**config.mk**
```make
export PLATFORM = sky130hd
export DESIGN_NAME = dock_usb_path_selector_unit_flat
export DESIGN_NICKNAME = d
export VERILOG_FILES = /design/src/sv/dus_pkg.sv /design/src/sv/dus_if.sv /design/src/sv/dock_usb_path_selector_unit.sv /design/src/flat_wrapper.sv
export SDC_FILE = /design/constraint.sdc
export NUM_CORES = 1
export LEC_CHECK = 0
export CAP_MARGIN = 20
export CELL_PAD_IN_SITES_DETAIL_PLACEMENT = 1
export CELL_PAD_IN_SITES_GLOBAL_PLACEMENT = 1
export CORE_MARGIN = 2
export CORE_UTILIZATION = 47
export CTS_CLUSTER_DIAMETER = 50
export DETAILED_ROUTE_END_ITERATION = 6
export DONT_BUFFER_PORTS = 1
export PLACE_DENSITY_LB_ADDON = 0.1
export SLEW_MARGIN = 20
export SYNTH_ARGS = -nofsm -noshare
export SYNTH_HDL_FRONTEND = slang
export SYNTH_SLANG_ARGS = --single-unit
export TNS_END_PERCENT = 1
```
**constraint.sdc**
```tcl
create_clock -name clk -period 4.8 [get_ports clk]
set_input_delay 0.72 -clock clk [delete_from_list [all_inputs] [get_ports clk]]
set_output_delay 0.72 -clock clk [all_outputs]
set_load 0.01 [all_outputs]
```
**src/sv/dus_pkg.sv**
```systemverilog
// Package: shared types and codes of the dock and USB path selector.
`timescale 1ns / 1ps
`default_nettype none

package dus_pkg;

	localparam int unsigned VOLT_W  = 25;
	localparam int unsigned COUNT_W = 8;
	localparam int unsigned CFG_IDX_W = 3;

	typedef enum logic [1:0] {
		EV_DOCK_CHANGE  = 2'd0,
		EV_MOVE_TO_USBC = 2'd1,
		EV_RETRY_READ   = 2'd2,
		EV_USBC_CHANGED = 2'd3
	} event_kind_t;

	typedef enum logic [1:0] {
		RS_OK        = 2'd0,
		RS_NOT_READY = 2'd1,
		RS_ERROR     = 2'd2
	} read_status_t;

	typedef enum logic [1:0] {
		DLY_LOW_VOLT  = 2'd0,   // 100 ms
		DLY_NOT_READY = 2'd1,   // 500 ms
		DLY_RECHECK   = 2'd2    // 250 ms
	} delay_code_t;

	typedef enum logic [CFG_IDX_W-1:0] {
		REG_PATH_LOCK      = 3'd0,
		REG_USBC_HOLD      = 3'd1,
		REG_CAPABLE_THRESH = 3'd2,
		REG_RETRY_THRESH   = 3'd3,
		REG_RETRY_LIMIT    = 3'd4
	} cfg_reg_t;

	localparam logic [VOLT_W-1:0]  CAPABLE_THRESH_RST = 25'd10500000;
	localparam logic [VOLT_W-1:0]  RETRY_THRESH_RST   = 25'd7000000;
	localparam logic [COUNT_W-1:0] RETRY_LIMIT_RST    = 8'd10;

	typedef struct packed {
		logic        retry_request;
		logic [1:0]  retry_delay_code;
		logic        dock_status_update;
		logic        dock_reported;
		logic        capable_reported;
		logic        switch_to_dock;
		logic        usbc_data_off;
		logic        usbc_off_as_host;
		logic        switch_to_usbc;
		logic        dock_data_active;
		logic        change_notify;
	} result_t;

endpackage

`default_nettype wire

```
**src/sv/dus_if.sv**
```systemverilog
// Interfaces: event channel and result channel with valid/ready handshake.
`timescale 1ns / 1ps
`default_nettype none

interface dus_event_if;
	logic        valid;
	logic        ready;
	logic [1:0]  event_kind;
	logic        docked;
	logic [1:0]  read_status;
	logic [24:0] voltage_uv;
	logic        usbc_data_active;
	logic        usbc_host_role;

	modport source (
		output valid, event_kind, docked, read_status, voltage_uv,
		       usbc_data_active, usbc_host_role,
		input  ready
	);
	modport sink (
		input  valid, event_kind, docked, read_status, voltage_uv,
		       usbc_data_active, usbc_host_role,
		output ready
	);
endinterface

interface dus_result_if;
	logic       valid;
	logic       ready;
	logic       retry_request;
	logic [1:0] retry_delay_code;
	logic       dock_status_update;
	logic       dock_reported;
	logic       capable_reported;
	logic       switch_to_dock;
	logic       usbc_data_off;
	logic       usbc_off_as_host;
	logic       switch_to_usbc;
	logic       dock_data_active;
	logic       change_notify;

	modport source (
		output valid, retry_request, retry_delay_code, dock_status_update,
		       dock_reported, capable_reported, switch_to_dock, usbc_data_off,
		       usbc_off_as_host, switch_to_usbc, dock_data_active, change_notify,
		input  ready
	);
	modport sink (
		input  valid, retry_request, retry_delay_code, dock_status_update,
		       dock_reported, capable_reported, switch_to_dock, usbc_data_off,
		       usbc_off_as_host, switch_to_usbc, dock_data_active, change_notify,
		output ready
	);
endinterface

`default_nettype wire

```
**src/sv/dock_usb_path_selector_unit.sv**
```systemverilog
// Top level: dock voltage classification and USB data path selection.
`timescale 1ns / 1ps
`default_nettype none

// Usage
//   evt    : event transactions (kind, dock pin, voltage read status and value,
//            USB-C data activity and role). One transaction may enter every cycle.
//   res    : one result transaction per event: retry request with delay code,
//            dock/capable status report, path switch pulses, notify flag.
//   cfg_*  : register write port, index selects path lock, USB-C hold,
//            capable threshold, retry threshold and retry limit. Write only
//            while no event is in flight.
// Result timing: an event's result is registered and valid in the cycle after its transaction.
// Throughput: one event per cycle if results are taken; the classification compares
//   and flag updates finish between the event handshake and the result register.
// Reset (arst_n low): flags, retry count and path state clear, registers
//   load their defaults, the result register empties.
// Stall: while a result waits, a new event is still taken if the receiver
//   takes the waiting one in the same cycle; otherwise evt.ready drops and
//   the waiting result holds unchanged.
module dock_usb_path_selector_unit
	import dus_pkg::*;
(
	input  wire                 clk,
	input  wire                 arst_n,
	input  wire                 cfg_we,
	input  wire [CFG_IDX_W-1:0] cfg_index,
	input  wire [VOLT_W-1:0]    cfg_wdata,
	dus_event_if.sink           evt,
	dus_result_if.source        res
);

	// Configuration registers
	logic               path_lock_q;
	logic               usbc_hold_q;
	logic [VOLT_W-1:0]  capable_thresh_q;
	logic [VOLT_W-1:0]  retry_thresh_q;
	logic [COUNT_W-1:0] retry_limit_q;

	// Selector state
	logic [COUNT_W-1:0] low_retry_count_q;
	logic               dock_capable_q;
	logic               recheck_pending_q;
	logic               dock_path_active_q;

	// Result register
	logic    res_valid_q;
	result_t res_q;

	logic               evt_accept;
	logic [COUNT_W-1:0] low_retry_count_d;
	logic               dock_capable_d;
	logic               recheck_pending_d;
	logic               dock_path_active_d;
	logic               finish;
	result_t            res_d;
	event_kind_t        kind;

	assign kind       = event_kind_t'(evt.event_kind);
	assign evt.ready  = !res_valid_q || res.ready;
	assign evt_accept = evt.valid && evt.ready;

	always_ff @(posedge clk or negedge arst_n) begin
		if (!arst_n) begin
			path_lock_q      <= 1'b0;
			usbc_hold_q      <= 1'b0;
			capable_thresh_q <= CAPABLE_THRESH_RST;
			retry_thresh_q   <= RETRY_THRESH_RST;
			retry_limit_q    <= RETRY_LIMIT_RST;
		end else if (cfg_we) begin
			case (cfg_index)
				REG_PATH_LOCK:      path_lock_q      <= cfg_wdata[0];
				REG_USBC_HOLD:      usbc_hold_q      <= cfg_wdata[0];
				REG_CAPABLE_THRESH: capable_thresh_q <= cfg_wdata;
				REG_RETRY_THRESH:   retry_thresh_q   <= cfg_wdata;
				REG_RETRY_LIMIT:    retry_limit_q    <= cfg_wdata[COUNT_W-1:0];
				default: ;  // drop writes past the register list
			endcase
		end
	end

	// Classify the voltage read, then steer the data path.
	always_comb begin
		res_d              = '0;
		finish             = 1'b1;
		low_retry_count_d  = low_retry_count_q;
		dock_capable_d     = dock_capable_q;
		recheck_pending_d  = recheck_pending_q;
		dock_path_active_d = dock_path_active_q;

		case (read_status_t'(evt.read_status))
			RS_OK: begin
				if (kind inside {EV_DOCK_CHANGE, EV_RETRY_READ}) begin
					if (evt.docked) begin
						if (evt.voltage_uv >= capable_thresh_q) begin
							dock_capable_d           = 1'b1;
							res_d.dock_status_update = 1'b1;
							res_d.dock_reported      = 1'b1;
							res_d.capable_reported   = 1'b1;
						end else if (evt.voltage_uv <= retry_thresh_q) begin
							// low band: retry until the limit, then give up silently
							if (low_retry_count_q < retry_limit_q) begin
								low_retry_count_d      = low_retry_count_q + COUNT_W'(1);
								res_d.retry_request    = 1'b1;
								res_d.retry_delay_code = DLY_LOW_VOLT;
							end
							finish = 1'b0;
						end else if (!recheck_pending_q) begin
							// middle band, first time: recheck once
							recheck_pending_d      = 1'b1;
							res_d.retry_request    = 1'b1;
							res_d.retry_delay_code = DLY_RECHECK;
							finish                 = 1'b0;
						end else begin
							dock_capable_d           = 1'b0;
							res_d.dock_status_update = 1'b1;
							res_d.dock_reported      = 1'b1;
						end
					end else begin
						// undock: clear everything
						low_retry_count_d        = '0;
						dock_capable_d           = 1'b0;
						recheck_pending_d        = 1'b0;
						res_d.dock_status_update = 1'b1;
					end
				end
			end
			RS_NOT_READY: begin
				res_d.retry_request    = 1'b1;
				res_d.retry_delay_code = DLY_NOT_READY;
				finish                 = 1'b0;
			end
			default: finish = 1'b0;
		endcase

		if (finish) begin
			if (path_lock_q) begin
				// hold the path as it is
			end else if (dock_capable_d && !dock_path_active_q) begin
				if (!(evt.usbc_data_active && usbc_hold_q)) begin
					res_d.switch_to_dock   = 1'b1;
					res_d.usbc_data_off    = evt.usbc_data_active;
					res_d.usbc_off_as_host = evt.usbc_data_active && evt.usbc_host_role;
					dock_path_active_d     = 1'b1;
				end
			end else if ((!dock_capable_d || kind == EV_MOVE_TO_USBC)
			             && dock_path_active_q) begin
				res_d.switch_to_usbc = 1'b1;
				dock_path_active_d   = 1'b0;
			end
			res_d.change_notify = 1'b1;
		end
		res_d.dock_data_active = dock_path_active_d;
	end

	always_ff @(posedge clk or negedge arst_n) begin
		if (!arst_n) begin
			low_retry_count_q  <= '0;
			dock_capable_q     <= 1'b0;
			recheck_pending_q  <= 1'b0;
			dock_path_active_q <= 1'b0;
			res_valid_q        <= 1'b0;
		end else begin
			if (evt_accept) begin
				low_retry_count_q  <= low_retry_count_d;
				dock_capable_q     <= dock_capable_d;
				recheck_pending_q  <= recheck_pending_d;
				dock_path_active_q <= dock_path_active_d;
				res_valid_q        <= 1'b1;
			end else if (res.ready) begin
				res_valid_q <= 1'b0;
			end
		end
	end

	// Payload needs no reset; load only on an accepted event.
	always_ff @(posedge clk) begin
		if (evt_accept) begin
			res_q <= res_d;
		end
	end

	assign res.valid              = res_valid_q;
	assign res.retry_request      = res_q.retry_request;
	assign res.retry_delay_code   = res_q.retry_delay_code;
	assign res.dock_status_update = res_q.dock_status_update;
	assign res.dock_reported      = res_q.dock_reported;
	assign res.capable_reported   = res_q.capable_reported;
	assign res.switch_to_dock     = res_q.switch_to_dock;
	assign res.usbc_data_off      = res_q.usbc_data_off;
	assign res.usbc_off_as_host   = res_q.usbc_off_as_host;
	assign res.switch_to_usbc     = res_q.switch_to_usbc;
	assign res.dock_data_active   = res_q.dock_data_active;
	assign res.change_notify      = res_q.change_notify;

endmodule

`default_nettype wire

```
**src/flat_wrapper.sv**
```systemverilog
// flat-port wrapper written by rule: the top's interface ports become plain ports
module dock_usb_path_selector_unit_flat import dus_pkg::*;
  (clk, arst_n, cfg_we, cfg_index, cfg_wdata, evt_valid, evt_event_kind, evt_docked, evt_read_status, evt_voltage_uv, evt_usbc_data_active, evt_usbc_host_role, evt_ready, res_valid, res_retry_request, res_retry_delay_code, res_dock_status_update, res_dock_reported, res_capable_reported, res_switch_to_dock, res_usbc_data_off, res_usbc_off_as_host, res_switch_to_usbc, res_dock_data_active, res_change_notify, res_ready);
  dus_event_if evt_i ();
  dus_result_if res_i ();
  input  wire clk;
  input  wire arst_n;
  input  wire cfg_we;
  input  wire [CFG_IDX_W-1:0] cfg_index;
  input  wire [VOLT_W-1:0] cfg_wdata;
  input wire logic [$bits(evt_i.valid)-1:0] evt_valid;
  input wire logic [$bits(evt_i.event_kind)-1:0] evt_event_kind;
  input wire logic [$bits(evt_i.docked)-1:0] evt_docked;
  input wire logic [$bits(evt_i.read_status)-1:0] evt_read_status;
  input wire logic [$bits(evt_i.voltage_uv)-1:0] evt_voltage_uv;
  input wire logic [$bits(evt_i.usbc_data_active)-1:0] evt_usbc_data_active;
  input wire logic [$bits(evt_i.usbc_host_role)-1:0] evt_usbc_host_role;
  output wire logic [$bits(evt_i.ready)-1:0] evt_ready;
  output wire logic [$bits(res_i.valid)-1:0] res_valid;
  output wire logic [$bits(res_i.retry_request)-1:0] res_retry_request;
  output wire logic [$bits(res_i.retry_delay_code)-1:0] res_retry_delay_code;
  output wire logic [$bits(res_i.dock_status_update)-1:0] res_dock_status_update;
  output wire logic [$bits(res_i.dock_reported)-1:0] res_dock_reported;
  output wire logic [$bits(res_i.capable_reported)-1:0] res_capable_reported;
  output wire logic [$bits(res_i.switch_to_dock)-1:0] res_switch_to_dock;
  output wire logic [$bits(res_i.usbc_data_off)-1:0] res_usbc_data_off;
  output wire logic [$bits(res_i.usbc_off_as_host)-1:0] res_usbc_off_as_host;
  output wire logic [$bits(res_i.switch_to_usbc)-1:0] res_switch_to_usbc;
  output wire logic [$bits(res_i.dock_data_active)-1:0] res_dock_data_active;
  output wire logic [$bits(res_i.change_notify)-1:0] res_change_notify;
  input wire logic [$bits(res_i.ready)-1:0] res_ready;
  assign evt_i.valid = evt_valid;
  assign evt_i.event_kind = evt_event_kind;
  assign evt_i.docked = evt_docked;
  assign evt_i.read_status = evt_read_status;
  assign evt_i.voltage_uv = evt_voltage_uv;
  assign evt_i.usbc_data_active = evt_usbc_data_active;
  assign evt_i.usbc_host_role = evt_usbc_host_role;
  assign evt_ready = evt_i.ready;
  assign res_valid = res_i.valid;
  assign res_retry_request = res_i.retry_request;
  assign res_retry_delay_code = res_i.retry_delay_code;
  assign res_dock_status_update = res_i.dock_status_update;
  assign res_dock_reported = res_i.dock_reported;
  assign res_capable_reported = res_i.capable_reported;
  assign res_switch_to_dock = res_i.switch_to_dock;
  assign res_usbc_data_off = res_i.usbc_data_off;
  assign res_usbc_off_as_host = res_i.usbc_off_as_host;
  assign res_switch_to_usbc = res_i.switch_to_usbc;
  assign res_dock_data_active = res_i.dock_data_active;
  assign res_change_notify = res_i.change_notify;
  assign res_i.ready = res_ready;
  dock_usb_path_selector_unit u_core (.clk(clk), .arst_n(arst_n), .cfg_we(cfg_we), .cfg_index(cfg_index), .cfg_wdata(cfg_wdata), .evt(evt_i), .res(res_i));
endmodule
```
==> run metrics, run 1 <==
outcome finished clean; Required @ worst endpoint 5.05 ns; htree depth 3; # DRC 0; R2R depth 9; Row Count 37; Yosys reg bits 84; Worst Tran Pin Value 0.7945 ns; cts bufs inserted 9; first-pass GRT wire length 18.86 mm; pin count of the biggest net entering global routing 73; vias in the first global route 3,923; num ports 79; RR Startpoint u_core.capable_thresh_q[12]; Max Freq 298.5 MHz; hold buffers post-CTS 0; gp weighted congestion 0.8685; GRT Util Overall 21.46%; Clk network pwr share 26.2%; crit path launch type register; drt first pass iters 5; CP max FO 14; setup TNS 0 ns; Critical Path End Type register; FF-to-FF setup slack 1.45 ns; routed wl met2 5.573 mm; Flop pwr share 48.1%; Hold WC Path Type input port to asynchronous set/reset pin; Via density 5.560; Seq/Total Area, Yosys 44.97%; gr ovfl total 0; Max-cap violations 0; met3 wire length 516 µm; Placed Cells incl. Taps 611; net switching power 624.7 µW; post-cts sizing count 0; internal power 1367 µW; final WL 11.23 mm; syn_nets 607; worst clock skew 0.008580 ns; antenna violations before repair 0; clock slew at reported path FFs 0.09 ns; Root Driver clkbuf_8; Worst EP arrival 3.60 ns; Final ANT Viol Nets 0; FFs w/ async S/R, synth 85.71%; Logic pwr share 25.7%; DPL Wire Length 8.538 mm; Die ar. 11,200 µm²; Top FF cell, synth dfrtp_1; number of distinct library cells after synthesis 50; PnR worst setup slack 1.450 ns; ANT cells 0; Final nets 609; DR vias 3,486; share of cells above drive strength 1 16.50%; Leakage Power 0.002356 µW; WL/cell 17.90 µm; Yosys warning count 0; PD cells 381.9 nW/µm²; Placeable Area 10,180 µm²; Max Used Layer met4; CP Class register to register; Worst-Skew Late Latency 0.37 ns; peak supply drop 0.0001810 V; CTS tree built; RSZ-0062 raised after global routing false; P&R area growth vs syn 7.062%; Switching Share 31.36%; Die W 105.8 µm; cell area after synthesis 4872 µm²; routed metal-1 wire length 5.015 mm; FF-to-FF End u_core.low_retry_count_q[6]; worst slack, placed 1.333 ns; post-route insts no fill 627; Slew HR 46.97%; syn avg cell area 10.07 µm²; clk buf depth 2; Tcrit/Tclk final 69.79%; Post-CTS Setup Bufs 0; Max Slew Vio Count 0; Cells after Synth 484; endpoints failing setup 0; post-route minimum period 3.350 ns; Die H 105.8 µm; Final Hold Fails 0; DRT iter0 DRCs 147; Initial Util 47.84%; Port Buf Inserts 0; Clock Sinks 84; Post-synth EDFFs 12
cells by family (layout without fill, tap and decap cells):
logic type / Yosys count / count (layout) / share of synthesized area [%]
AO/OA/AOI/OAI: 103 / 103 / 13.61
XOR/XNOR: 1 / 1 / 0.1798
adder cells (fa/ha/maj): 58 / 58 / 14.89
buffers and inverters: 76 / 83 / 6.009
flip-flops: 84 / 84 / 44.97
multiplexers: 30 / 30 / 6.908
AND/OR/NAND/NOR: 132 / 132 / 13.43
cells in the final DEF, fill, tap and decap left out, types with 2 or more instances in the layout:
master    Yosys  layout
a21oi_1      20      20
o21ai_0      43      43
nand4_1      11      11
nand3b_1      4       4
and2_1        4       4
nor2b_1       7       7
nand3_2       1       2
o21a_1        3       3
nor2_1       16      15
dfrtp_1      49      49
clkinv_4      0       2
a21o_1        4       4
o31ai_1       2       2
clkbuf_8      0       9
a211oi_1      5       5
nand2b_1      5       5
nor3_1        6       6
and4_1        4       4
ha_1         58      58
buf_4         0       2
a31o_2        5       5
and3_1        4       4
inv_6         0       2
dfstp_2      23      23
a31oi_1       3       3
nand3_1       8       7
mux2_2       29      29
nand2_1      55      55
nor3b_1       2       2
edfxtp_1     12      12
a221o_1       2       2
o211ai_1      4       4
inv_1        65      65
cells in the mapped netlist (5+ instances only):
cell type | number | area [µm²]
a211oi_1 | 5 | 37.54
nor2b_1 | 7 | 43.79
nor2_1 | 16 | 60.06
nand3_1 | 8 | 40.04
dfrtp_1 | 49 | 1226
mux2_2 | 29 | 326.6
nor3_1 | 6 | 30.03
o21ai_0 | 43 | 215.2
nand4_1 | 11 | 68.82
nand2b_1 | 5 | 31.28
clkbuf_1 | 10 | 37.54
dfstp_2 | 23 | 604.3
ha_1 | 58 | 725.7
a21oi_1 | 20 | 100.1
edfxtp_1 | 12 | 360.4
inv_1 | 65 | 244.0
a31o_2 | 5 | 43.79
nand2_1 | 55 | 206.5
metrics by stage:
step                util (%)  hold slack, ns  instance area, µm²  power, µW
finish                 51.22         0.04378                5216       1992
global route           51.22         0.02308                5216       2138
CTS                    51.22         0.02477                5216       2019
detailed placement     49.25          0.4259                5016       1485
global placement       49.25          0.4265                5016       1448
floorplan                  -          0.4244                4872       1344
sequential cells by signal (all words and copies together), names as in the netlist, 2 cells and up:
register and count:
u_core.res.retry_delay_code 2, u_core.retry_thresh_q 25, u_core.capable_thresh_q 25, u_core.low_retry_count_q 8, u_core.retry_limit_q 8
worst max path at each step:
stage | startpoint | to | depth (start not counted)
after floorplan | evt_voltage_uv[12] | u_core.res.dock_data_active | 9
after global placement | evt_voltage_uv[12] | u_core.low_retry_count_q[2] | 8
after detailed placement | evt_voltage_uv[12] | u_core.low_retry_count_q[6] | 8
after CTS | u_core.capable_thresh_q[12] | u_core.low_retry_count_q[6] | 9
after global routing | u_core.capable_thresh_q[12] | u_core.low_retry_count_q[6] | 9
final | u_core.capable_thresh_q[12] | u_core.low_retry_count_q[6] | 9
area by class of cell:
| cell class | count | area [µm²] |
|---|---|---|
| Multi-Input combinational cell | 324 | 2396 |
| Sequential cell | 84 | 2191 |
| Timing Repair Buffer | 2 | 15.01 |
| Tap cell | 136 | 170.2 |
| Inverter | 65 | 244.0 |
| Fill cell | 1149 | 4969 |
| Clock buffer | 10 | 127.6 |
| Clock inverter | 6 | 72.57 |
worst max-delay path: stages (launching register included):
cell and delay [ns]:
dfstp_2 0.53, inv_1 0.04, ha_1 0.28, and3_1 0.21
a221o_1 0.36, a221oi_2 0.33, o211ai_1 0.23, a2111oi_4 0.81
a21oi_1 0.18, a31o_2 0.27
layer usage:
metal  up-vias  GRT usage [%]
met1      1721          26.26
met3        10          5.442
met4         0          5.263
met5         -              0
li1       1694              -
met2        61          37.83
power groups by stage:
stage | Combinational [µW] | Clock (µW) | Sequential, µW
after global placement | 484 | 0 | 965
after global routing | 598 | 565 | 975
after detailed placement | 512 | 0 | 974
after floorplan | 396 | 0 | 948
after CTS | 520 | 540 | 959
final | 512 | 523 | 957
Note: power is estimated with default switching activity, not from simulation.
==> run 2: changes to the inputs <==
Settings changed: CORE_UTILIZATION 47 to 45.
Clock period 4.8 ns to 2.7 ns, I/O delays scaled along.
==> run metrics, run 2 (same netlist as run 1, synthesis figures left out) <==
gp weighted congestion 0.7823; ANT cells 0; final total power 3783 µW; drt first pass iters 4; Critical Path End Type register; Final ANT Viol Nets 0; clock slew at reported path FFs 0.10 ns; met2 Usage GRT 35.31%; first-pass GRT wire length 19.15 mm; DRT iter0 DRCs 115; Root Driver clkbuf_8; Leakage Power 0.002484 µW; clk buf depth 2; RSZ-0062 raised after global routing true; Tcrit/Tclk final 109.2%; CP Buf/Inv Count 1; Die W 108.1 µm; commonest non-fill, non-tap cells in the layout inv_1 (63), ha_1 (56), nand2_1 (55); Max Slew Vio Count 0; Top Registers u_core.capable_thresh_q (25), u_core.retry_thresh_q (25); post-route minimum period 2.950 ns; # DRC 0; htree depth 3; met3 Track Usage GR 5.847%; GRT Util Overall 21.32%; GRT Max-Usage Layer met2; gr ovfl total 0; GR Util met1 27.17%; Final nets 629; CP Class register to register; outcome finished, violations left; final instance area 5505 µm²; Initial Util 46.77%; Worst-Skew Late Latency 0.37 ns; Die ar. 11,680 µm²; Row Count 37; Port Buf Inserts 0; failing checks setup timing; DR vias 3,545; peak supply drop 0.0002658 V; Largest delay share family, worst path simple AND/OR/NAND/NOR gates; CP max FO 2; P&R area growth vs syn 12.99%; crit path launch type register; Placeable Area 10,420 µm²; Clock Sinks 84; slowest cell on the critical path dfstp_2; worst path cell trace inv_2 > ha_4 > and3_4 > a221o_1 > a221oi_2 > or3_1 > nand3_2 > or3b_4 > o2111a_1 > or2_1; CTS tree built; placed cell areas 5169 µm²; DPL Wire Length 9.008 mm; commonest non-fill, non-tap cell in the layout inv_1; Max Freq 339.0 MHz; Final Hold Fails 0; PD cells 687.1 nW/µm²; Required @ worst endpoint 2.83 ns; PnR worst setup slack -0.2497 ns; Worst Tran Pin Value 0.5020 ns; antenna violations before repair 0; Die H 108.1 µm; endpoints failing setup 12; WL/cell 18.27 µm; num ports 79; WHS 0.1423 ns; final WL 11.82 mm; Worst EP arrival 3.08 ns; worst clock skew 0.01667 ns; cts bufs inserted 9; share of cells above drive strength 1 22.31%; vias in the first global route 3,816; Slew HR 66.39%; Via density 5.479; Max-cap violations 0; Hold WC Path Type input port to register; Max stage delay on crit path 0.54 ns; pin count of the biggest net entering global routing 73
[run 2: cell count changes in the layout (fill, tap and decap cells not counted), sizes merged]
cell,change
clkbuf,-1
clkinv,+1
buf,+19
bufinv,+1
dlygate4sd3,+1
inv,-1
[run 2: stage by stage]
stage	TNS [ns]	worst slack (ns)	cells	utilization (%)
6_report	-1.182	-0.2497	647	52.85
5_1_grt	-3.172	-0.3428	647	52.85
4_1_cts	-0.7096	-0.1903	647	52.62
3_3_place_gp	-0.6909	-0.1190	628	49.62
2_1_floorplan	-0.04077	-0.04077	484	-
3_5_place_dp	-1.614	-0.2355	628	49.62
[run 2: power breakdown]
part           leakage [µW]  internal [µW]  switching, µW  total, µW
combinational       0.00142            494            551       1040
sequential         0.000957           1570            133       1710
clock              0.000110            526            505       1030
[run 2: worst paths after layout]
check	start	end	slack, ns	depth (start not counted)
setup / recovery	u_core.capable_thresh_q[12]	u_core.res.dock_data_active	-0.25	10
hold / removal	evt_valid	u_core.res.valid	0.14	1
setup reg to reg	u_core.capable_thresh_q[12]	u_core.res.dock_data_active	-0.25	10
hold reg to reg	u_core.retry_thresh_q[3]	u_core.retry_thresh_q[3]	0.51	1
max in group asynchronous	arst_n	u_core.retry_limit_q[3]	1.78	2
min in group asynchronous	arst_n	u_core.capable_thresh_q[19]	0.58	2
[run 2: final cells by class]
type | instances | area [µm²]
sequential | 84 | 2191
multi-input combinational | 324 | 2486
clock inverter | 7 | 98.84
inverter | 65 | 244.0
timing repair buffer | 22 | 191.4
clock buffer | 9 | 123.9
fill | 1158 | 4911
tap | 136 | 170.2
[run 2: metal layers]
layer,vias to the layer above,routed length (µm)
li1,1734,-
met1,1741,5383
met2,59,5632
met3,11,614
met4,0,191
met5,-,0
[run 2: repair_timing]
action	4_1_cts	5_1_grt
hold buffers	2	0
endpoints found under the setup margin	16	17
pin swaps	10	7
gates resized for setup	8	4
buffers inserted	1	0
gates cloned	0	0
endpoints found under the hold margin	72	0
==> run 3: changes to the inputs <==
Settings changed: ABC_AREA set to 1, CORE_UTILIZATION 45 to 43.
==> run metrics, run 3 <==
outcome finished clean; Logic pwr share 23.7%; clk buf depth 2; cts bufs inserted 9; setup TNS 0 ns; post-synthesis mux area share 0%; CTS tree built; number of distinct library cells after synthesis 33; endpoints failing setup 0; final WL 11.82 mm; worst clock skew 0.01020 ns; Final Util 48.59%; Hold WC Path Type input port to register; internal power 2689 µW; gp weighted congestion 0.7815; final total power 3900 µW; Die H 112.2 µm; P&R area growth vs syn 10.24%; Top Registers u_core.capable_thresh_q (25), u_core.retry_thresh_q (25); Required @ worst endpoint 2.80 ns; syn avg cell area 8.065 µm²; Compound-Gate Fraction of Synth Area 10.39%; Fillers 1,401; Max stage delay on crit path 0.53 ns; Placeable Area 11,420 µm²; CP Class register to register; gr ovfl total 0; Root Driver clkbuf_16; FFs w/ async S/R, synth 85.71%; crit path launch type register; DR vias 3,918; largest family of logic cells by synthesized area simple AND/OR/NAND/NOR gates; CP max FO 4; Clock Sinks 84; Initial Util 44.07%; Synth area leaders dfrtp_1 (24%), ha_1 (14%), dfstp_2 (12%), nand2_1 (12%), inv_1 (9.6%); net switching power 1211 µW; cell area after synthesis 5032 µm²; Final Hold Fails 0; Yosys warning count 0; final instance area 5548 µm²; # DRC 0; GRT Util Overall 20.65%; DPL Wire Length 8.881 mm; area share of fa/ha/maj cells after synthesis 14.42%; Clk network pwr share 32.7%; htree depth 3; Largest delay share family, worst path simple AND/OR/NAND/NOR gates; ANT cells 0; Simple-Gate Fraction of Synth Area 20.44%; syn_nets 747; Worst Tran Pin Value 0.6444 ns; WHS 0.1967 ns; RSZ-0062 raised after global routing false; Switching Share 31.04%; DRT iter0 DRCs 100; Die ar. 12,580 µm²; Worst-Skew Late Latency 0.34 ns; CP Buf/Inv Count 2; commonest non-fill, non-tap cell in the layout nand2_1; slowest cell on the critical path dfstp_2; commonest non-fill, non-tap cells in the layout nand2_1 (157), inv_1 (129), o21ai_0 (67); WL/cell 15.21 µm; share of cells above drive strength 1 9.464%; Worst EP arrival 2.59 ns; Tcrit/Tclk final 92.23%; Final nets 752; Leakage Power 0.002902 µW; Synth top area share 24.37%; Post-CTS Setup Bufs 0; PD cells 703.0 nW/µm²; Max-cap violations 0; worst path cell trace inv_1 > ha_1 > nand2_1 > nor2_4 > nand3b_1 > nand3_1 > nand2_1 > nand3_1 > nand3_2 > nand4_1 > nand3_1 > inv_1 > nand2_1 > and2_1; Cells after Synth 624; Seq/Total Area, Yosys 43.54%; clock slew at reported path FFs 0.06 ns; first-pass GRT wire length 20.74 mm; Die W 112.2 µm; most frequent cell after synthesis nand2_1; Post-synth EDFFs 12; vias in the first global route 4,345; Critical Path End Type register; Yosys reg bits 84; num ports 79; drt first pass iters 4; pin count of the biggest net entering global routing 73; post-route minimum period 2.490 ns; Post-Synth XOR/XNOR Area 0.6962%; Max Slew Vio Count 0; peak supply drop 0.0003197 V; placed cell areas 5192 µm²; antenna violations before repair 0; Top FF cell, synth dfrtp_1; Flop pwr share 43.6%; biggest area consumer among synthesized cells dfrtp_1; Max Freq 401.6 MHz; Final ANT Viol Nets 0; Slew HR 56.91%; Post-synth top cells nand2_1 (157), inv_1 (129), o21ai_0 (67), ha_1 (58), dfrtp_1 (49); Port Buf Inserts 0; Via density 5.042; Row Count 39
==> run 3: changes by cell type after synthesis, moves of 5 or more <==
cell      before  now
nand3_1        8   21
nor2_1        16   32
a31o_2         5    0
nor3_1         6    1
nand2_1       55  157
o21ai_0       43   67
inv_1         65  129
a211oi_1       5    0
nand2b_1       5    0
nand2_2        0    6
nor2b_1        7    0
mux2_2        29    0
==> run 3: cells by family (layout without fill, tap and decap cells) <==
family	Yosys count	in the layout
XOR/XNOR	4	4
AND/OR/NAND/NOR	238	238
buffers and inverters	141	151
AO/OA/AOI/OAI	99	99
adder cells (fa/ha/maj)	58	58
flip-flops	84	84
==> run 3: what timing repair did <==
item                       4_1_cts  5_1_grt
hold endpoints to repair        72        0
hold buffers                     2        0
setup endpoints to repair        0        5
gates resized for setup          0        3
==> run 3: through the flow <==
stage                     instances  setup WS (ns)
final                           777         0.2097
after global routing            777       0.009719
after CTS                       777        0.07061
after detailed placement        759         0.1212
after global placement          759         0.2160
after floorplan                 624         0.4756
==> run 3: final timing paths <==
| kind | endpoint | cells past startpoint | slack, ns | startpoint |
|---|---|---|---|---|
| worst max-delay path | u_core.res.dock_data_active | 14 | 0.21 | u_core.retry_thresh_q[7] |
| worst min-delay path | u_core.retry_thresh_q[17] | 2 | 0.20 | cfg_wdata[17] |
| worst max register to register | u_core.res.dock_data_active | 14 | 0.21 | u_core.retry_thresh_q[7] |
| worst min register to register | u_core.capable_thresh_q[17] | 2 | 0.49 | u_core.capable_thresh_q[17] |
| max in group asynchronous | u_core.retry_thresh_q[17] | 2 | 1.73 | arst_n |
| min in group asynchronous | u_core.capable_thresh_q[4] | 2 | 0.65 | arst_n |
==> run 3: metal layers <==
metal  GRT usage [%]  part of all wire [%]  wire [µm]
met1           25.57                    45       5340
met2           35.34                    49       5740
met3           5.076                   4.4        522
met4           7.073                   1.8        211
met5               0                     0          0
==> run 3: final cells by class <==
| cell class | count | area [µm²] | share of cell area, % |
|---|---|---|---|
| multi-input combinational | 399 | 2325 | 41.90 |
| sequential | 84 | 2191 | 39.49 |
| inverter | 130 | 488.0 | 8.796 |
| clock buffer | 13 | 260.3 | 4.691 |
| tap | 143 | 178.9 | 3.225 |
| timing repair buffer | 5 | 60.06 | 1.083 |
| clock inverter | 3 | 45.04 | 0.8119 |
==> run 3: power groups by stage <==
stage | sequential (µW) | combinational [µW] | clock, µW
2_1_floorplan | 1680 | 692 | 0
3_3_place_gp | 1710 | 850 | 0
3_5_place_dp | 1720 | 896 | 0
4_1_cts | 1700 | 940 | 1300
5_1_grt | 1740 | 1120 | 1350
6_report | 1700 | 925 | 1270
